**src/rtl/bba_ram.sv**
```systemverilog
// generic single-write, single-read synchronous ram with registered read data
module bba_ram #(
   parameter int DATA_W = 8,
   parameter int ADDR_W = 4
) (
   input  logic              clock,
   input  logic              wr_en,
   input  logic [ADDR_W-1:0] wr_addr,
   input  logic [DATA_W-1:0] wr_data,
   input  logic [ADDR_W-1:0] rd_addr,
   output logic [DATA_W-1:0] rd_data
);

   logic [DATA_W-1:0] mem_ff [(1 << ADDR_W)];
   logic [DATA_W-1:0] rd_data_ff;

   always_ff @(posedge clock) begin
      if (wr_en) begin
         mem_ff[wr_addr] <= wr_data;
      end
      rd_data_ff <= mem_ff[rd_addr];
   end

   assign rd_data = rd_data_ff;

endmodule

```
**config.mk**
```make
export PLATFORM = sky130hd
export DESIGN_NAME = bba_ram
export DESIGN_NICKNAME = d
export VERILOG_FILES = /design/src/rtl/bba_ram.sv
export SDC_FILE = /design/constraint.sdc
export NUM_CORES = 1
export LEC_CHECK = 0
export ABC_AREA = 1
export BUFFER_PORTS_ARGS = -buffer_cell sky130_fd_sc_hd__clkbuf_2
export CAP_MARGIN = 10
export CORE_ASPECT_RATIO = 0.9
export CORE_MARGIN = 2
export CORE_UTILIZATION = 35
export DETAILED_ROUTE_END_ITERATION = 16
export GPL_TIMING_DRIVEN = 0
export PLACE_DENSITY = 0.61
export SLEW_MARGIN = 20
export SYNTH_ARGS = -nofsm -noshare
export SYNTH_HDL_FRONTEND = slang
export SYNTH_SLANG_ARGS = --single-unit
```
**constraint.sdc**
```tcl
create_clock -name clock -period 1 [get_ports clock]
set_input_delay 0.05 -clock clock [delete_from_list [all_inputs] [get_ports clock]]
set_output_delay 0.05 -clock clock [all_outputs]
set_load 0.03 [all_outputs]
```
==> flow_metrics.py, run 1 <==
metrics = {
    "run_status": {
        "status": "finished with violations",
        "violations": "setup timing",
    },
    "place": {
        "pre_cts_ws_ns": -0.563,
        "io_buffers": 22,
        "dp_hpwl_mm": 9.25,
        "gp_congestion": 0.847,
        "placed_area_mm2": 0.00614,
        "place_inst": 780,
    },
    "drt": {
        "routedWlPerCell_um": 17.5,
        "wl_met1_mm": 6.46,
        "via_per_inst": 4.73,
        "dr_wl_met2_mm": 6.40,
        "dr_total_vias": 3843,
        "drtIter0Drc": 382,
        "top_layer": "met4",
        "route.met3.wl_mm": 1.03,
        "route.detailed.drc": 0,
        "wirelength_mm": 14.2,
        "ant_nets": 0,
        "dr.pass1.iters": 5,
    },
    "layout": {
        "layout_commonest_cell": "nand2_1",
        "fin_nets": 610,
        "fin_area_mm2": 0.00703,
        "final_cell_mix": "nand2_1, edfxtp_1, inv_1",
        "area_growth_syn_to_layout_pct": 21.9,
        "fin_util_pct": 43.6,
        "stdcell_count": 812,
        "drive_above_1_share_pct": 23.8,
        "num_antenna_cells": 0,
    },
    "grt": {
        "grt_usage_pct": 17.1,
        "grt_overflow": 0,
        "grt_pass1_wl_mm": 22.0,
        "grt_pass1_vias": 3846,
        "antenna_found_initial": 0,
        "grt_max_degree": 17,
    },
    "clock_tree": {
        "clockRootBuffer": "clkbuf_16",
        "clk_pin_slew_ns": 0.06,
        "cts_setup_buffers": 0,
        "cts_buffer_depth": 2,
        "cts_buffers": 17,
        "cts_tree": "built",
        "clock_sinks": 136,
        "worst_skew_pair.late_latency_ns": 0.43,
        "cts_max_level": 4,
    },
    "power_and_ir_drop": {
        "p_sw_share_pct": 23.1,
        "power_switching_mw": 3.19,
        "intPower_mw": 10.6,
        "p_total_mw": 13.8,
        "p_leak_nw": 2.98,
        "p_comb_share_pct": 7.4,
        "p_seq_share_pct": 46.5,
        "clockPowerShare_pct": 46.2,
        "power_density_mw_per_mm2": 1960,
        "ir_worst_vdd_mv": 1.97,
    },
    "sta": {
        "worst_pin_slew_ns": 0.931,
        "finalSetupViolations": 16,
        "slew_violations": 0,
        "min_period_over_period_pct": 114,
        "rsz0062_at_grt": "yes",
        "skew_ns": 0.00537,
        "period_needed_ns": 1.14,
        "hold_viol": 0,
        "timing.hold.ws_ns": 0.0666,
        "fin_tns_setup_ns": -1.87,
        "max_freq_ghz": 0.878,
        "relSlewSlack_pct": 37.7,
        "fin_ws_ns": -0.138,
    },
    "yosys": {
        "yosysWarnings": 0,
        "syn_nets": 569,
        "synthCells": 551,
        "netlist-cell-type-count": 12,
        "synth_area_mm2": 0.00577,
        "synth-seq-cells": 136,
        "ys_seq_area_share_pct": 69.4,
        "syn_area_per_cell_um2": 10.5,
    },
    "worst_setup_path": {
        "required_ns": 1.05,
        "cp-start-kind": "input port",
        "path_max_fanout": 8,
        "crit_arrival_ns": 1.19,
        "path_class": "input port to register",
        "endpoint_kind": "register",
    },
    "die": {
        "rows": 44,
        "coreArea_mm2": 0.0161,
        "die_h_um": 126,
        "dieArea_mm2": 0.0175,
        "die_width_um": 139,
        "initial_core_util_pct": 35.8,
        "ioPinCount": 26,
    },
    "hold_path": {
        "hold_path_class": "input port to register",
    },
    "run": {
        "maxCapViolations": 0,
    },
}
-- worst paths after layout --
| path | endpoint | slack, ns | cells after the start | from |
|---|---|---|---|---|
| worst max-delay path | mem_ff[4][1]$_DFFE_PP_ | -0.14 | 3 | wr_addr[3] |
| worst min-delay path | rd_data[5]$_DFF_P_ | 0.07 | 4 | rd_addr[2] |
| worst max register to register | rd_data[2]$_DFF_P_ | 0.02 | 6 | mem_ff[6][2]$_DFFE_PP_ |
| worst min register to register | rd_data[7]$_DFF_P_ | 0.71 | 6 | mem_ff[12][7]$_DFFE_PP_ |
-- synth_stat cells --
master / count / area [µm²]
dfxtp_1: 8 / 160
inv_2: 2 / 7.51
buf_2: 13 / 65.1
buf_4: 4 / 30.0
nor2_1: 17 / 63.8
buf_1: 1 / 3.75
inv_1: 100 / 375
nand3_1: 97 / 485
nand3b_1: 2 / 15.0
edfxtp_1: 128 / 3840
nand2_1: 173 / 649
buf_6: 6 / 67.6
-- cell type report --
type | count | area, µm²
Buffer | 24 | 166
Clock buffer | 18 | 429
Clock inverter | 14 | 173
Fill cell | 1516 | 9100
Inverter | 102 | 383
Multi-Input combinational cell | 289 | 1490
Sequential cell | 136 | 4000
Tap cell | 207 | 259
Timing Repair Buffer | 22 | 128
-- repair_timing --
action	4_1_cts	5_1_grt
setup endpoints to repair	72	61
hold buffers	0	0
pin swaps	0	23
resized for setup	15	64
-- layer usage --
metal / global-route usage [%] / vias to the layer above
li1: - / 1857
met5: 0 / -
met3: 4.60 / 25
met1: 23.6 / 1812
met4: 7.55 / 0
met2: 25.5 / 149
-- sequential cells by signal, indices dropped and copies added, names as in the netlist --
register and cells:
rd_data 8, mem_ff 128
-- kinds of logic (layout without fill, tap and decap cells) --
logic type             after synthesis  after routing  share of synthesized area [%]
AND/OR/NAND/NOR                    289            289                           21.0
flip-flops                         136            136                           69.4
buffers and inverters              126            180                           9.52
-- critical path, cell delays in order --
cell and delay (ns):
clkbuf_2 0.11, nand3b_1 0.27, nor2_1 0.76
-- power groups by stage --
stage	Sequential (mW)	Clock, mW	Combinational [mW]
finish	6.41	6.37	1.02
global route	6.42	6.66	1.10
floorplan	6.60	0	0.450
CTS	6.41	6.48	0.921
detailed placement	6.53	0	0.891
global placement	6.52	0	0.875
No activity file was read; power rests on OpenSTA's default activity.
==> run 2, diff against run 1 <==
- CORE_UTILIZATION: 35 -> 40
- HOLD_SLACK_MARGIN: default -> 0.15
- PLACE_DENSITY: 0.61 -> 0.67
==> run 2 against run 1 <==
Net effect:
- the run now ends clean
- combinational power about the same
- clock power about the same
- total power is 0.13% lower
- register-to-register slack about the same
- design area barely moved
- flip-flop and latch count did not move
- sequential share of layout area hardly changed
- non-clock buffer count up 6
- largest cell class unchanged
- largest power group unchanged
==> flow_metrics.py, run 2 (same netlist as run 1, synthesis figures left out) <==
metrics = {
    "run_status": {
        "status": "finished, final reports clean",
    },
    "die": {
        "initial_core_util_pct": 41.0,
        "ioPinCount": 26,
        "dieArea_mm2": 0.0154,
        "rows": 41,
        "coreArea_mm2": 0.0141,
        "die_width_um": 131,
        "die_h_um": 118,
    },
    "layout": {
        "largest_reg_flops": 128,
        "final_cell_mix": "nand2_1, edfxtp_1, inv_1",
        "multi_input_area_mm2": 0.00146,
        "num_antenna_cells": 0,
        "fin_nets": 616,
        "n_fill_cell": 1293,
        "largest-register": "mem_ff",
        "stdcell_count": 804,
        "drive_above_1_share_pct": 22.3,
        "fin_area_mm2": 0.00703,
        "seq_area_mm2": 0.00400,
        "layout_commonest_cell": "nand2_1",
        "fin_util_pct": 50.0,
        "area_growth_syn_to_layout_pct": 21.9,
    },
    "clock_tree": {
        "cts_tree": "built",
        "cts_buffers": 17,
        "cts_setup_buffers": 0,
        "worst_skew_pair.late_latency_ns": 0.42,
        "cts_buffer_depth": 2,
        "clk_pin_slew_ns": 0.06,
        "clock_sinks": 136,
        "clockRootBuffer": "clkbuf_16",
        "cts_max_level": 4,
    },
    "sta": {
        "rsz0062_at_grt": "yes",
        "relSlewSlack_pct": 55.1,
        "min_period_over_period_pct": 97.9,
        "skew_ns": 0.00713,
        "slew_violations": 0,
        "worst_pin_slew_ns": 0.671,
        "period_needed_ns": 0.979,
        "finalSetupViolations": 0,
        "fin_ws_ns": 0.0210,
        "max_freq_ghz": 1.02,
        "hold_viol": 0,
    },
    "drt": {
        "dr.pass1.iters": 4,
        "dr_total_vias": 3971,
        "route.detailed.drc": 0,
        "routedWlPerCell_um": 17.9,
        "via_per_inst": 4.94,
        "ant_nets": 0,
        "drtIter0Drc": 394,
        "wirelength_mm": 14.4,
    },
    "worst_setup_path": {
        "reg2reg_setup_slack_ns": 0.02,
        "required_ns": 1.31,
        "crit_arrival_ns": 1.29,
        "crit_start": "mem_ff[11][4]$_DFFE_PP_",
        "cp-start-kind": "register",
        "worstSetupEndpoint": "rd_data[4]$_DFF_P_",
        "endpoint_kind": "register",
        "r2r_cells": 6,
        "path_class": "register to register",
        "r2r-start": "mem_ff[11][4]$_DFFE_PP_",
        "path_max_fanout": 1,
        "r2r-end": "rd_data[4]$_DFF_P_",
    },
    "place": {
        "place_inst": 766,
        "placed_area_mm2": 0.00612,
        "io_buffers": 22,
        "gp_congestion": 0.872,
        "pre_cts_ws_ns": -0.544,
        "dp_hpwl_mm": 9.33,
    },
    "grt": {
        "antenna_found_initial": 0,
        "grt_usage_pct": 19.7,
        "grt_pass1_vias": 3856,
        "grt_max_degree": 17,
        "grt_pass1_wl_mm": 21.9,
        "grt_overflow": 0,
    },
    "power_and_ir_drop": {
        "ir_worst_vdd_mv": 1.31,
        "p_total_mw": 13.8,
        "p_leak_nw": 3.00,
        "power_density_mw_per_mm2": 1960,
    },
    "hold_path": {
        "hold_path_depth": 1,
        "hold_path_class": "input port to register",
    },
    "run": {
        "maxCapViolations": 0,
    },
}
run 2: changes by cell type in the layout (fill, tap and decap cells not counted), moves of 3 or more:
cell and delta:
nand2_1 +10, nand2_2 -10, clkbuf_2 +6, dlygate4sd3_1 +6
clkbuf_4 -4, nor2_1 -4, nor2_2 +4, nand3_2 +3
run 2: report_power, final:
part / leakage, nW / total, mW / internal (mW) / switching, mW
Combinational: 1.50 / 1.01 / 0.291 / 0.719
Sequential: 1.22 / 6.41 / 6.37 / 0.0326
Clock: 0.273 / 6.35 / 3.92 / 2.44
Total: 3.00 / 13.8 / 10.6 / 3.19
run 2: worst min-delay path by stage:
stage | to | from
global route | mem_ff[7][3]$_DFFE_PP_ | wr_data[3]
global placement | rd_data[0]$_DFF_P_ | rd_addr[2]
CTS | mem_ff[2][7]$_DFFE_PP_ | wr_data[7]
finish | mem_ff[6][7]$_DFFE_PP_ | wr_data[7]
detailed placement | rd_data[3]$_DFF_P_ | rd_addr[2]
floorplan | mem_ff[0][0]$_DFFE_PP_ | wr_data[0]
run 2: worst max-delay path, cell delays in order, from the launching register on:
cell and delay, ns:
edfxtp_1 0.36, inv_1 0.06, nand2_1 0.05, nand3_2 0.10, nand3_1 0.09, nand3_1 0.13
nand2_2 0.07
run 2: per-layer routing:
metal  vias up  GRT usage, %  part of all wire (%)
li1       1868             -                     -
met2       173          28.5                    45
met4         0          7.58                   2.4
met1      1901          28.5                    44
met5         -             0                     0
met3        29          5.05                   7.9
run 2: per-stage QoR:
stage	hold slack (ns)	setup TNS (ns)
4_1_cts	0.154	-1.49
3_5_place_dp	0.466	-54.09
3_3_place_gp	0.473	-49.20
2_1_floorplan	0.149	-0.0540
6_report	0.154	0
5_1_grt	0.172	-0.119
run 2: area by class of cell:
type,instances,area share (%)
clock buffer,17,6.05
tap,193,3.43
clock inverter,15,2.53
buffer,24,2.37
sequential,136,56.9
inverter,102,5.44
timing repair buffer,28,2.46
multi-input combinational,289,20.8
run 2: what timing repair did:
action,in CTS,in global routing
hold endpoints to repair,38,0
pin swaps,0,13
resized for setup,9,53
setup endpoints to repair,42,65
hold buffers,6,0
